File: src/rtl/jcmf_pkg.sv
// ----------------------------------------------------------------------------
// jcmf_pkg
// Shared types and constants for the channel message framer: byte codes,
// parse phases, result kinds, drop codes and the result record.
// ----------------------------------------------------------------------------
package jcmf_pkg;

  // Width of the group nesting counter
  localparam int DEPTH_BITS = 16;

  localparam int ID_WIDTH = 64;

  // Result kinds
  localparam logic [1:0] KIND_BODY = 2'd0;
  localparam logic [1:0] KIND_DONE = 2'd1;
  localparam logic [1:0] KIND_DROP = 2'd2;

  // Drop codes
  localparam logic [2:0] ERR_NO_OPEN  = 3'd0;
  localparam logic [2:0] ERR_NO_NUM   = 3'd1;
  localparam logic [2:0] ERR_NO_COMMA = 3'd2;
  localparam logic [2:0] ERR_NO_CLOSE = 3'd3;
  localparam logic [2:0] ERR_TOO_DEEP = 3'd4;

  // Byte codes
  localparam logic [7:0] CH_SPACE   = 8'h20;
  localparam logic [7:0] CH_TAB     = 8'h09;
  localparam logic [7:0] CH_LF      = 8'h0A;
  localparam logic [7:0] CH_CR      = 8'h0D;
  localparam logic [7:0] CH_LBRACK  = 8'h5B;
  localparam logic [7:0] CH_RBRACK  = 8'h5D;
  localparam logic [7:0] CH_LBRACE  = 8'h7B;
  localparam logic [7:0] CH_RBRACE  = 8'h7D;
  localparam logic [7:0] CH_COMMA   = 8'h2C;
  localparam logic [7:0] CH_QUOTE   = 8'h22;
  localparam logic [7:0] CH_BSLASH  = 8'h5C;
  localparam logic [7:0] CH_MINUS   = 8'h2D;
  localparam logic [7:0] CH_PLUS    = 8'h2B;
  localparam logic [7:0] CH_ZERO    = 8'h30;
  localparam logic [7:0] CH_NINE    = 8'h39;

  // Magnitude limits for the id
  localparam logic [ID_WIDTH-1:0] MAG_LIMIT = 64'h8000_0000_0000_0000;
  localparam logic [ID_WIDTH-1:0] MAG_TENTH = 64'd922337203685477580;
  localparam logic [ID_WIDTH-1:0] ID_MAX    = 64'h7FFF_FFFF_FFFF_FFFF;

  typedef enum logic [3:0] {
    PH_IDLE       = 4'd0,
    PH_PRE_NUM    = 4'd1,
    PH_SIGN       = 4'd2,
    PH_NUM        = 4'd3,
    PH_AFTER_NUM  = 4'd4,
    PH_PRE_BODY   = 4'd5,
    PH_STR        = 4'd6,
    PH_GROUP      = 4'd7,
    PH_SCALAR     = 4'd8,
    PH_AFTER_BODY = 4'd9
  } phase_t;

  typedef struct packed {
    logic                       emit;
    logic [1:0]                 kind;
    logic [7:0]                 body_byte;
    logic signed [ID_WIDTH-1:0] message_id;
    logic [2:0]                 error_code;
  } result_t;

  function automatic logic is_blank(input logic [7:0] b);
    return (b == CH_SPACE) || (b == CH_TAB) || (b == CH_LF) || (b == CH_CR);
  endfunction

  function automatic logic is_digit(input logic [7:0] b);
    return (b >= CH_ZERO) && (b <= CH_NINE);
  endfunction

endpackage

File: src/rtl/jcmf_byte_if.sv
// ----------------------------------------------------------------------------
// jcmf_byte_if
// Byte stream channel: valid/ready handshake with one byte per request.
// ----------------------------------------------------------------------------
interface jcmf_byte_if;
  logic       valid;
  logic       ready;
  logic [7:0] in_byte;

  modport source (output valid, output in_byte, input ready);
  modport sink (input valid, input in_byte, output ready);
endinterface

File: src/rtl/jcmf_result_if.sv
// ----------------------------------------------------------------------------
// jcmf_result_if
// Result channel: valid/ready handshake carrying one framer result per request.
// ----------------------------------------------------------------------------
interface jcmf_result_if;
  logic               valid;
  logic               ready;
  logic [1:0]         kind;
  logic [7:0]         body_byte;
  logic signed [63:0] message_id;
  logic [2:0]         error_code;

  modport source (
    output valid, output kind, output body_byte, output message_id,
    output error_code, input ready
  );
  modport sink (
    input valid, input kind, input body_byte, input message_id,
    input error_code, output ready
  );
endinterface

File: src/rtl/jcmf_in_reg.sv
// ----------------------------------------------------------------------------
// jcmf_in_reg
// Input register: captures one byte request and holds it until the parser
// consumes it.
// ----------------------------------------------------------------------------
module jcmf_in_reg (
  input  logic       clk,
  input  logic       rst,
  jcmf_byte_if.sink  stream,
  input  logic       advance,
  output logic       held_valid,
  output logic [7:0] held_byte
);

  // Take a new request when empty or when the held byte moves on
  assign stream.ready = !held_valid || advance;

  // Hold valid flag
  always_ff @(posedge clk) begin
    if (rst) begin
      held_valid <= 1'b0;
    end else if (stream.ready) begin
      held_valid <= stream.valid;
    end
  end

  // Capture byte
  always_ff @(posedge clk) begin
    if (stream.valid && stream.ready) begin
      held_byte <= stream.in_byte;
    end
  end

endmodule

File: src/rtl/jcmf_parse.sv
// ----------------------------------------------------------------------------
// jcmf_parse
// Parse state machine: holds phase, id accumulator and group tracking, and
// turns each byte into at most one result in a single step.
// ----------------------------------------------------------------------------
module jcmf_parse import jcmf_pkg::*; (
  input  logic       clk,
  input  logic       rst,
  input  logic       step,
  input  logic [7:0] b,
  output result_t    res
);

  phase_t                phase, phase_next;
  logic [ID_WIDTH-1:0]   acc, acc_next;
  logic                  neg, neg_next;
  logic [DEPTH_BITS-1:0] depth, depth_next;
  logic                  in_str, in_str_next;
  logic                  esc, esc_next;

  logic                  blank, digit, open_b, close_b;
  logic [ID_WIDTH-1:0]   acc_ten, acc_dig, done_id;
  logic [DEPTH_BITS-1:0] depth_dec;
  logic                  finish;

  assign blank   = is_blank(b);
  assign digit   = is_digit(b);
  assign open_b  = (b == CH_LBRACK) || (b == CH_LBRACE);
  assign close_b = (b == CH_RBRACK) || (b == CH_RBRACE);

  // Accumulate one decimal digit with saturation at the magnitude limit
  assign acc_ten = (acc << 3) + (acc << 1) + {{(ID_WIDTH-4){1'b0}}, b[3:0] - CH_ZERO[3:0]};
  assign acc_dig = ((acc > MAG_TENTH) || (acc_ten > MAG_LIMIT)) ? MAG_LIMIT : acc_ten;

  // Signed id on completion
  assign done_id = neg ? (~acc + {{(ID_WIDTH-1){1'b0}}, 1'b1})
                       : (acc[ID_WIDTH-1] ? ID_MAX : acc);

  assign depth_dec = depth - {{(DEPTH_BITS-1){1'b0}}, 1'b1};

  // Result decode
  always_comb begin
    res            = '0;
    res.body_byte  = '0;
    unique case (phase)
      PH_IDLE: begin
        if (!blank && (b != CH_LBRACK)) begin
          res.emit = 1'b1; res.kind = KIND_DROP; res.error_code = ERR_NO_OPEN;
        end
      end
      PH_PRE_NUM: begin
        if (!blank && (b != CH_MINUS) && (b != CH_PLUS) && !digit) begin
          res.emit = 1'b1; res.kind = KIND_DROP; res.error_code = ERR_NO_NUM;
        end
      end
      PH_SIGN, PH_NUM: begin
        if (!digit && !blank && (b != CH_COMMA)) begin
          res.emit = 1'b1; res.kind = KIND_DROP; res.error_code = ERR_NO_COMMA;
        end
      end
      PH_AFTER_NUM: begin
        if (!blank && (b != CH_COMMA)) begin
          res.emit = 1'b1; res.kind = KIND_DROP; res.error_code = ERR_NO_COMMA;
        end
      end
      PH_PRE_BODY, PH_SCALAR: begin
        if (blank) begin
          res.emit = 1'b0;
        end else if (b == CH_RBRACK) begin
          res.emit = 1'b1; res.kind = KIND_DONE; res.message_id = done_id;
        end else if ((b == CH_COMMA) || (b == CH_RBRACE)) begin
          res.emit = 1'b1; res.kind = KIND_DROP; res.error_code = ERR_NO_CLOSE;
        end else begin
          res.emit = 1'b1; res.kind = KIND_BODY; res.body_byte = b;
        end
      end
      PH_STR: begin
        res.emit = 1'b1; res.kind = KIND_BODY; res.body_byte = b;
      end
      PH_GROUP: begin
        if (!in_str && open_b && (depth == {DEPTH_BITS{1'b1}})) begin
          res.emit = 1'b1; res.kind = KIND_DROP; res.error_code = ERR_TOO_DEEP;
        end else begin
          res.emit = 1'b1; res.kind = KIND_BODY; res.body_byte = b;
        end
      end
      PH_AFTER_BODY: begin
        if (blank) begin
          res.emit = 1'b0;
        end else if (b == CH_RBRACK) begin
          res.emit = 1'b1; res.kind = KIND_DONE; res.message_id = done_id;
        end else begin
          res.emit = 1'b1; res.kind = KIND_DROP; res.error_code = ERR_NO_CLOSE;
        end
      end
      default: res = '0;
    endcase
  end

  // A drop or a completion returns everything to idle
  assign finish = res.emit && (res.kind != KIND_BODY);

  // Next state
  always_comb begin
    phase_next  = phase;
    acc_next    = acc;
    neg_next    = neg;
    depth_next  = depth;
    in_str_next = in_str;
    esc_next    = esc;
    if (finish) begin
      phase_next  = PH_IDLE;
      acc_next    = '0;
      neg_next    = 1'b0;
      depth_next  = '0;
      in_str_next = 1'b0;
      esc_next    = 1'b0;
    end else begin
      unique case (phase)
        PH_IDLE: begin
          if (b == CH_LBRACK) phase_next = PH_PRE_NUM;
        end
        PH_PRE_NUM: begin
          if ((b == CH_MINUS) || (b == CH_PLUS)) begin
            neg_next   = (b == CH_MINUS);
            phase_next = PH_SIGN;
          end else if (digit) begin
            acc_next   = acc_dig;
            phase_next = PH_NUM;
          end
        end
        PH_SIGN, PH_NUM: begin
          if (digit) begin
            acc_next   = acc_dig;
            phase_next = PH_NUM;
          end else if (blank) begin
            phase_next = PH_AFTER_NUM;
          end else if (b == CH_COMMA) begin
            phase_next = PH_PRE_BODY;
          end
        end
        PH_AFTER_NUM: begin
          if (b == CH_COMMA) phase_next = PH_PRE_BODY;
        end
        PH_PRE_BODY: begin
          if (blank) begin
            phase_next = PH_PRE_BODY;
          end else if (b == CH_QUOTE) begin
            phase_next = PH_STR;
          end else if (open_b) begin
            depth_next  = {{(DEPTH_BITS-1){1'b0}}, 1'b1};
            in_str_next = 1'b0;
            esc_next    = 1'b0;
            phase_next  = PH_GROUP;
          end else begin
            phase_next = PH_SCALAR;
          end
        end
        PH_STR: begin
          if (esc) begin
            esc_next = 1'b0;
          end else if (b == CH_BSLASH) begin
            esc_next = 1'b1;
          end else if (b == CH_QUOTE) begin
            phase_next = PH_AFTER_BODY;
          end
        end
        PH_GROUP: begin
          if (in_str) begin
            if (esc) begin
              esc_next = 1'b0;
            end else if (b == CH_BSLASH) begin
              esc_next = 1'b1;
            end else if (b == CH_QUOTE) begin
              in_str_next = 1'b0;
            end
          end else if (b == CH_QUOTE) begin
            in_str_next = 1'b1;
          end else if (open_b) begin
            depth_next = depth + {{(DEPTH_BITS-1){1'b0}}, 1'b1};
          end else if (close_b) begin
            depth_next = depth_dec;
            if (depth_dec == '0) phase_next = PH_AFTER_BODY;
          end
        end
        PH_SCALAR: begin
          if (blank) phase_next = PH_AFTER_BODY;
        end
        PH_AFTER_BODY: begin
          phase_next = PH_AFTER_BODY;
        end
        default: begin
          phase_next  = PH_IDLE;
          acc_next    = '0;
          neg_next    = 1'b0;
          depth_next  = '0;
          in_str_next = 1'b0;
          esc_next    = 1'b0;
        end
      endcase
    end
  end

  // Advance state once per consumed byte
  always_ff @(posedge clk) begin
    if (rst) begin
      phase  <= PH_IDLE;
      acc    <= '0;
      neg    <= 1'b0;
      depth  <= '0;
      in_str <= 1'b0;
      esc    <= 1'b0;
    end else if (step) begin
      phase  <= phase_next;
      acc    <= acc_next;
      neg    <= neg_next;
      depth  <= depth_next;
      in_str <= in_str_next;
      esc    <= esc_next;
    end
  end

endmodule

File: src/rtl/jcmf_out_reg.sv
// ----------------------------------------------------------------------------
// jcmf_out_reg
// Result register: holds one result until the sink takes the request.
// ----------------------------------------------------------------------------
module jcmf_out_reg import jcmf_pkg::*; (
  input  logic          clk,
  input  logic          rst,
  input  logic          load,
  input  result_t       res,
  output logic          can_load,
  jcmf_result_if.source result
);

  assign can_load = !result.valid || result.ready;

  // Track occupancy
  always_ff @(posedge clk) begin
    if (rst) begin
      result.valid <= 1'b0;
    end else if (can_load) begin
      result.valid <= load;
    end
  end

  // Capture payload
  always_ff @(posedge clk) begin
    if (load && can_load) begin
      result.kind       <= res.kind;
      result.body_byte  <= res.body_byte;
      result.message_id <= res.message_id;
      result.error_code <= res.error_code;
    end
  end

endmodule

File: src/rtl/json_channel_message_framer_unit.sv
// Path: an accepted byte waits in the input register, is decoded by the parse
//   step and is loaded into the result register once that register has room.
// Throughput: one byte per cycle; the input register, the parse step and the
//   result register each pass one item a cycle while the sink keeps up.
// Bytes that give no result (blanks, id digits, punctuation) still pass the parse step.
// Reset: synchronous rst clears both registers' valid flags and returns the
//   parser to idle, awaiting an open bracket.
// ----------------------------------------------------------------------------
// json_channel_message_framer_unit
// Frames [number, value] messages from a byte stream: body bytes stream out,
// the closing bracket emits the id, and malformed bytes emit a drop code.
// ----------------------------------------------------------------------------
module json_channel_message_framer_unit import jcmf_pkg::*; (
  input  logic          clk,
  input  logic          rst,
  jcmf_byte_if.sink     stream,
  jcmf_result_if.source result
);

  logic       held_valid;
  logic [7:0] held_byte;
  logic       can_load;
  logic       advance;
  result_t    res;

  // Move the held byte on when the result register has room
  assign advance = held_valid && can_load;

  jcmf_in_reg u_in_reg (
    .clk        (clk),
    .rst        (rst),
    .stream     (stream),
    .advance    (advance),
    .held_valid (held_valid),
    .held_byte  (held_byte)
  );

  jcmf_parse u_parse (
    .clk  (clk),
    .rst  (rst),
    .step (advance),
    .b    (held_byte),
    .res  (res)
  );

  jcmf_out_reg u_out_reg (
    .clk      (clk),
    .rst      (rst),
    .load     (advance && res.emit),
    .res      (res),
    .can_load (can_load),
    .result   (result)
  );

endmodule

File: src/flat_wrapper.sv
// flat-port wrapper written by rule: the top's interface ports become plain ports
module json_channel_message_framer_unit_flat import jcmf_pkg::*;
  (clk, rst, stream_valid, stream_in_byte, stream_ready, result_valid, result_kind, result_body_byte, result_message_id, result_error_code, result_ready);
  jcmf_byte_if stream_i ();
  jcmf_result_if result_i ();
  input  logic clk;
  input  logic rst;
  input wire logic [$bits(stream_i.valid)-1:0] stream_valid;
  input wire logic [$bits(stream_i.in_byte)-1:0] stream_in_byte;
  output wire logic [$bits(stream_i.ready)-1:0] stream_ready;
  output wire logic [$bits(result_i.valid)-1:0] result_valid;
  output wire logic [$bits(result_i.kind)-1:0] result_kind;
  output wire logic [$bits(result_i.body_byte)-1:0] result_body_byte;
  output wire logic [$bits(result_i.message_id)-1:0] result_message_id;
  output wire logic [$bits(result_i.error_code)-1:0] result_error_code;
  input wire logic [$bits(result_i.ready)-1:0] result_ready;
  assign stream_i.valid = stream_valid;
  assign stream_i.in_byte = stream_in_byte;
  assign stream_ready = stream_i.ready;
  assign result_valid = result_i.valid;
  assign result_kind = result_i.kind;
  assign result_body_byte = result_i.body_byte;
  assign result_message_id = result_i.message_id;
  assign result_error_code = result_i.error_code;
  assign result_i.ready = result_ready;
  json_channel_message_framer_unit u_core (.clk(clk), .rst(rst), .stream(stream_i), .result(result_i));
endmodule
File: config.mk
export PLATFORM = sky130hd
export DESIGN_NAME = json_channel_message_framer_unit_flat
export DESIGN_NICKNAME = d
export VERILOG_FILES = /design/src/rtl/jcmf_pkg.sv /design/src/rtl/jcmf_byte_if.sv /design/src/rtl/jcmf_result_if.sv /design/src/rtl/jcmf_in_reg.sv /design/src/rtl/jcmf_parse.sv /design/src/rtl/jcmf_out_reg.sv /design/src/rtl/json_channel_message_framer_unit.sv /design/src/flat_wrapper.sv
export SDC_FILE = /design/constraint.sdc
export NUM_CORES = 1
export LEC_CHECK = 0
export ABC_AREA = 1
export BUFFER_PORTS_ARGS = -buffer_cell sky130_fd_sc_hd__buf_4
export CORE_MARGIN = 2
export CORE_UTILIZATION = 64
export CTS_CLUSTER_DIAMETER = 30
export DETAILED_ROUTE_END_ITERATION = 10
export PLACE_DENSITY = 0.83
export SLEW_MARGIN = 40
export SYNTH_ARGS = -nofsm -noshare
export SYNTH_HDL_FRONTEND = slang
export SYNTH_HIERARCHICAL = 1
export SYNTH_SLANG_ARGS = --single-unit
File: constraint.sdc
create_clock -name clk -period 8.2 [get_ports clk]
set_clock_uncertainty 0.05 [all_clocks]
set_input_delay 0.41 -clock clk [delete_from_list [all_inputs] [get_ports clk]]
set_output_delay 0.41 -clock clk [all_outputs]
set_load 0.1 [all_outputs]
# --- Word level (Yosys, flattened, before mapping) ---
# Cells that the tools add are included.
op_classes:
  addsub: 5
  n_lt_le_gt_ge: 4
  eq_ne: 49
  muxes: 82
  n_bitwise: 1
  n_reduce_logical: 45
op_table:
  columns: ["cell", "count"]
  rows:
  - ["$mux 64", 6]
  - ["$pmux 64 s3", 1]
  - ["$mux 16", 8]
  - ["$pmux 64 s2", 1]
  - ["$mux 77", 1]
  - ["$mux 4", 19]
  - ["$mux 67", 1]
  - ["$add 64x1->64 const B", 1]
  - ["$add 64x4->64", 1]
  - ["$add 64x64->64", 1]
  - ["$gt 64x60->1 const B", 1]
  - ["$gt 64x64->1 const B", 1]
  - ["$not 64->64", 1]
  - ["$mux 63", 1]
  - ["$ne 3x3->1 const B", 16]
  - ["$pmux 16 s3", 1]
  - ["$eq 8x6->1 const B", 5]
  - ["$eq 8x7->1 const B", 5]
  - ["$pmux 4 s9", 1]
  - ["$eq 8x4->1 const B", 3]
  - ["$mux 8", 3]
  - ["$ne 8x6->1 const B", 3]
  - ["$pmux 3 s8", 1]
  - ["$pmux 8 s3", 1]
  - ["other kinds (34)", 103]
totals:
  reg_bits: 174
  in_bits: 12
  output_inout_bits: 79
  word_cells: 199

# --- Depth between registers and ports, before layout ---
logic_depth:
  ltp_word: 14
  mapped_depth: 26
  ltp_nobuf: 25

# --- Modules after synthesis ---
# Netlist, hierarchy kept.
by_module_without_submodules:
  columns: ["module", "instances", "cells_each", "area_each_um2", "seq_area_each_um2"]
  rows:
  - ["jcmf_parse", 1, 2724, 14247.4, 1741.7]
  - ["jcmf_out_reg", 1, 83, 2359.8, 2332.2]
  - ["jcmf_in_reg", 1, 14, 287.8, 260.2]
  - ["json_channel_message_framer_unit", 1, 4, 17.5, 0.0]

# --- Worst setup path before layout ---
# OpenSTA, ideal clock, no wires.
synth_path:
  path_type: "register -> register"
  from: "register u_core.u_in_reg.held_byte[2]"
  to: "register u_core.u_out_reg.result.body_byte[0] (enable)"
  setup_time_ps: 537
  t_arrival_ps: 5198
  t_required_ps: 7613
  slack_ps: 2415
  path_stages_with_launch: 14
  path_buffers: 0
  period_less_slack_ps: 5785
  cell_sequence: "edfxtp_1 -> nand2_2 -> nor2_4 -> nor2_1 -> nor2_1 -> nor2_1 -> nand3_2 -> nand2_2 -> nor2_4 -> nand3_1 -> inv_1 -> nor2_2 -> inv_1 -> a21oi_1"
synth_lines:
  columns: ["element", "line_no", "text"]
  rows:
  - ["start: declaration", "jcmf_in_reg.sv:12", "output logic [7:0] held_byte"]
  - ["start signal: assignment", "jcmf_in_reg.sv:30", "held_byte <= stream.in_byte;"]
  - ["end: declaration", "jcmf_result_if.sv:14", "output valid, output kind, output body_byte, output message_id,"]

# --- Worst setup path in the final report ---
layout_path:
  from: "register u_core.u_in_reg.held_byte[3]"
  to: "register u_core.u_parse.acc[7]"
layout_between:
  elab_chain_len: 14
  word_cells_on_any_way: 61
  classes_between: "1 x add/sub; 3 x order compare; 17 x eq/ne; 18 x mux; 22 x reduce/logical"
layout_lines:
  columns: ["element", "line_no", "text"]
  rows:
  - ["branches (longest 14 deep; another with $add 64x4->64)", null, null]
  - ["end signal: assignment", "jcmf_parse.sv:215", "acc <= acc_next;"]
  - ["end: declaration", "jcmf_parse.sv:15", "logic [ID_WIDTH-1:0] acc, acc_next;"]
# Parallel ways; which one is timed is not known. The select of a mux whose other input is x is not followed.
# A chain may end at the register's enable or synchronous reset.

==> impl_summary.txt <==
----------------------------------------------------
[Status]
  Outcome ... finished, final reports clean

[Final layout]
  Final antenna diode count ... 0
  Post-route design area ... 18360 um2
  Most common cell after layout, fill and taps aside ... sky130_fd_sc_hd__nand2_1
  Top library cells by usage in the layout, fill and taps aside ... sky130_fd_sc_hd__nand2_1 (935), sky130_fd_sc_hd__inv_1 (474), sky130_fd_sc_hd__nor2_1 (374)
  Final #Nets ... 3021
  Area growth syn-to-layout ... 8.582%
  Fraction of final layout cells with drive strength greater than 1 ... 6.807%
  Number of fillers in the final layout ... 2338

[Floorplan]
  Num rows ... 59
  Core outline area ... 25980 um2
  Vertical die dimension ... 166.6 um
  Initial cell density of the core ... 65.09%
  DIE WIDTH ... 166.6 um
  Area of the die ... 27740 um2
  Num ports ... 91

[Global routing]
  Overflow left after global routing ... 0
  Combined global-route utilization of all metal layers ... 39.23%
  Initial antenna violation count ... 0
  Via count of the first global-routing pass ... 17374
  Global-route wire length before repair ... 88350 um
  Largest net degree at the start of global routing ... 78

[Setup path]
  Critical path cell sequence ... inv_1 -> fa_1 -> fa_1 -> nand3b_1 -> nand2_1 -> nand3_1 -> nand3_1 -> nand2_1 -> nand2_1 -> nand2_1 -> nand2_1 -> nand2_1 -> nand2_1 -> nand2_1 -> nor2_1 -> nand2_1 -> nor2_1 -> nand3_1 -> nand2_4 -> nand2_1 -> a21oi_1
  Crit path kind ... flop to flop
  Crit path max-delay cell type ... sky130_fd_sc_hd__fa_1
  Worst path arrival time ... 4.80 ns
  Slowest stage delay, CP ... 0.60 ns
  Data required time of the critical path ... 8.51 ns
  Kind of end point of the critical path ... flop
  Critical Path Source Type ... flop
  Critical-path maximum fanout ... 63
  Cell repeated most along the worst path ... sky130_fd_sc_hd__nand2_1

[Logic synthesis]
  Number of standard cells after synthesis ... 2825
  Post-Syn Nets ... 2965
  Proportion of synthesized area in mux cells ... 0%
  Compound-Gate Fraction of Synth Area ... 11.14%
  Synth area leader ... sky130_fd_sc_hd__nand2_1
  Flops & latches, synth ... 174
  Total standard cell area after synthesis ... 16910 um2
  Primary FF master, synth ... sky130_fd_sc_hd__dfxtp_1
  Async set-or-reset flop fraction in the synthesized netlist ... 0%
  Area fraction in and, or, nand and nor cells after synthesis ... 39.96%
  Top cells by area in the synthesized netlist ... sky130_fd_sc_hd__nand2_1 (21%), sky130_fd_sc_hd__edfxtp_1 (15%), sky130_fd_sc_hd__inv_1 (11%), sky130_fd_sc_hd__dfxtp_1 (11%), sky130_fd_sc_hd__ha_1 (9.3%)
  Register area share after synthesis ... 25.63%
  Number of enable flip-flop cells after synthesis ... 85
  Mapped Avg Cell Area ... 5.987 um2
  Unique masters post-synth ... 53
  Area share of xor/xnor cells in the synthesized design ... 1.243%
  Share of the synthesized area in the top cell type ... 20.75%
  Synthesized-area fraction occupied by adder cells ... 9.558%
  Yosys Warn Count ... 6
  Largest family of logic cells by synthesized area ... simple AND/OR/NAND/NOR gates

[Place]
  # port buffers ... 90
  Placed cell areas ... 17800 um2
  Global placement routability congestion ... 1.090
  HPWL after DPL ... 44120 um

[Power]
  Leak Pwr ... 9.396 nW
  Maximum ir drop on the vdd rail ... 162.5 uV
  Cell-internal power ... 1.452 mW
  Seq pwr share ... 44.3%
  Power density over the cells ... 120.1 nW/um2
  Total net switching power ... 754.2 uW
  Fraction of power spent switching nets ... 34.19%
  Clock network fraction of total power ... 36.2%
  Combinational share of power ... 19.5%
  Power consumption ... 2.206 mW

[Clock tree]
  Maximum level of the CTS H-tree ... 4
  Clock-pin slew of the registers on the worst-case setup and hold paths ... 0.08 ns
  CTS tree ... yes
  Later-pin clock latency in the skew report ... 0.44 ns
  Clk sinks ... 174
  Hold-fix buffers, CTS ... 0
  Post-CTS setup buffer count ... 0
  TritonCTS buffer count ... 17
  Cell at the root of the clock tree ... sky130_fd_sc_hd__clkbuf_16
  Max Root-Sink Buffers ... 2
  Count of instances resized after the clock tree is built ... 0

[Route]
  Antenna viol nets, final ... 0
  Violation count after the first detailed-routing iteration ... 2384
  DR vias ... 18961
  Detailed-routing iteration count for the pre-antenna-repair pass ... 9
  Per-cell routed wire length ... 17.31 um
  Mean number of vias per cell ... 5.872
  Detailed-route DRC error count ... 0
  Wire length after detailed routing ... 55880 um

[STA]
  Setup TNS after final layout ... 0 ns
  Unrepaired setup endpoints after global routing ... no
  Number of slew-limit violations in the final report ... 0
  Worst slew margin relative to its limit ... 41.13%
  Final-report hold violation count ... 0
  Worst-margin pin slew ... 0.8821 ns
  Upper clock frequency limit ... 222.9 MHz
  Final Critical Period ... 4.487 ns
  Number of setup violations in the final report ... 0
  Post-route fraction of the period consumed by the critical path ... 54.72%

[Flow run]
  Reported max-cap violation count ... 0

[Min path]
  Path category of the worst min-delay check ... input port to flop

----------------------------------------------------
==> layer usage <==
| layer | wire length, um | global-route usage, % | share of wire, % |
|---|---|---|---|
| met2 | 25120 | 64.84 | 45 |
| met3 | 5048 | 5.870 | 9.0 |
| met5 | 0 | 0 | 0 |
| met4 | 3610 | 21.93 | 6.5 |
| met1 | 22100 | 49.23 | 40 |
==> Yosys cell counts (7+ instances only) <==
| library cell | count |
|---|---|
| sky130_fd_sc_hd__o21a_1 | 8 |
| sky130_fd_sc_hd__o21ai_0 | 86 |
| sky130_fd_sc_hd__o21bai_1 | 8 |
| sky130_fd_sc_hd__buf_2 | 19 |
| sky130_fd_sc_hd__nand2_2 | 8 |
| sky130_fd_sc_hd__clkbuf_1 | 32 |
| sky130_fd_sc_hd__or2_2 | 8 |
| sky130_fd_sc_hd__a211oi_1 | 23 |
| sky130_fd_sc_hd__a31oi_1 | 26 |
| sky130_fd_sc_hd__nor3_1 | 49 |
| sky130_fd_sc_hd__xor2_1 | 19 |
| sky130_fd_sc_hd__nor2_4 | 7 |
| sky130_fd_sc_hd__nand4_1 | 47 |
| sky130_fd_sc_hd__nor4_1 | 20 |
| sky130_fd_sc_hd__nor2_2 | 11 |
| sky130_fd_sc_hd__nand3_1 | 114 |
| sky130_fd_sc_hd__ha_1 | 126 |
| sky130_fd_sc_hd__inv_2 | 11 |
| sky130_fd_sc_hd__edfxtp_1 | 85 |
| sky130_fd_sc_hd__nand3b_1 | 20 |
| sky130_fd_sc_hd__inv_1 | 475 |
| sky130_fd_sc_hd__dfxtp_1 | 89 |
| sky130_fd_sc_hd__nor2_1 | 375 |
| sky130_fd_sc_hd__a21oi_1 | 163 |
| sky130_fd_sc_hd__nand2_1 | 935 |
==> cells by family (layout without fill, tap and decap cells) <==
family                   after synthesis  count (layout)
buffers and inverters                547             616
flip-flops                           174             174
AND/OR/NAND/NOR                     1614            1614
AO/OA/AOI/OAI                        338             338
adder cells (fa/ha/maj)              128             128
XOR/XNOR                              24              24
==> layout make-up <==
type	count	area, um2	share of cell area [%]
Inverter	488	1834	9.988
Sequential cell	174	4334	23.60
Multi-Input combinational cell	2104	10490	57.11
Tap cell	335	419.2	2.282
Clock inverter	13	117.6	0.6405
Clock buffer	19	446.7	2.432
Timing Repair Buffer	96	724.4	3.945
==> state kept, by name (all words and copies together) (netlist names) <==
register	count
u_core/u_parse/esc	1
u_core/u_out_reg/result.body_byte	8
u_core/u_parse/acc	64
u_core/u_parse/depth	16
u_core/u_out_reg/result.kind	2
u_core/u_out_reg/result.valid	1
u_core/u_parse/in_str	1
u_core/u_parse/neg	1
u_core/u_out_reg/result.message_id	64
u_core/u_parse/phase	4
u_core/u_in_reg/held_valid	1
u_core/u_out_reg/result.error_code	3
u_core/u_in_reg/held_byte	8
==> through the flow <==
stage                     std cells  hold slack, ns  setup WS (ns)  utilization (%)
final                          3229         0.09227          3.713            70.67
after detailed placement       3197          0.4215          3.861            68.50
after floorplan                2825          0.3963          2.415                -
after CTS                      3229         0.08545          3.823            70.67
after global placement         3197          0.4160          3.656            68.46
after global routing           3229         0.08123          3.398            70.67
==> power groups by stage <==
stage / logic, mW / clock network [mW] / registers [mW]
6_report: 0.429 / 0.799 / 0.978
5_1_grt: 0.453 / 0.836 / 0.981
4_1_cts: 0.423 / 0.798 / 0.977
3_5_place_dp: 0.421 / 0 / 0.996
3_3_place_gp: 0.411 / 0 / 0.995
2_1_floorplan: 0.176 / 0 / 1.16
==> final timing paths <==
kind | from | cells after the start | to | slack, ns
setup / recovery | u_core/u_in_reg/held_byte[3] | 21 | u_core/u_parse/acc[7] | 3.71
hold / removal | stream_in_byte[1] | 1 | u_core/u_in_reg/held_byte[1] | 0.09
setup reg to reg | u_core/u_in_reg/held_byte[3] | 21 | u_core/u_parse/acc[7] | 3.71
hold reg to reg | u_core/u_parse/acc[0] | 2 | u_core/u_parse/acc[0] | 0.45
==> critical path: cells and delay by family (launching register included) <==
family                     cells  cell delay (ns)
and+or+nand+nor               17             2.41
AOI/OAI and AO/OA              1             0.18
buffers and inverters          1             0.18
DFF                            1             0.45
adders and majority gates      2             1.10
Power figures use the tool's default switching activity.
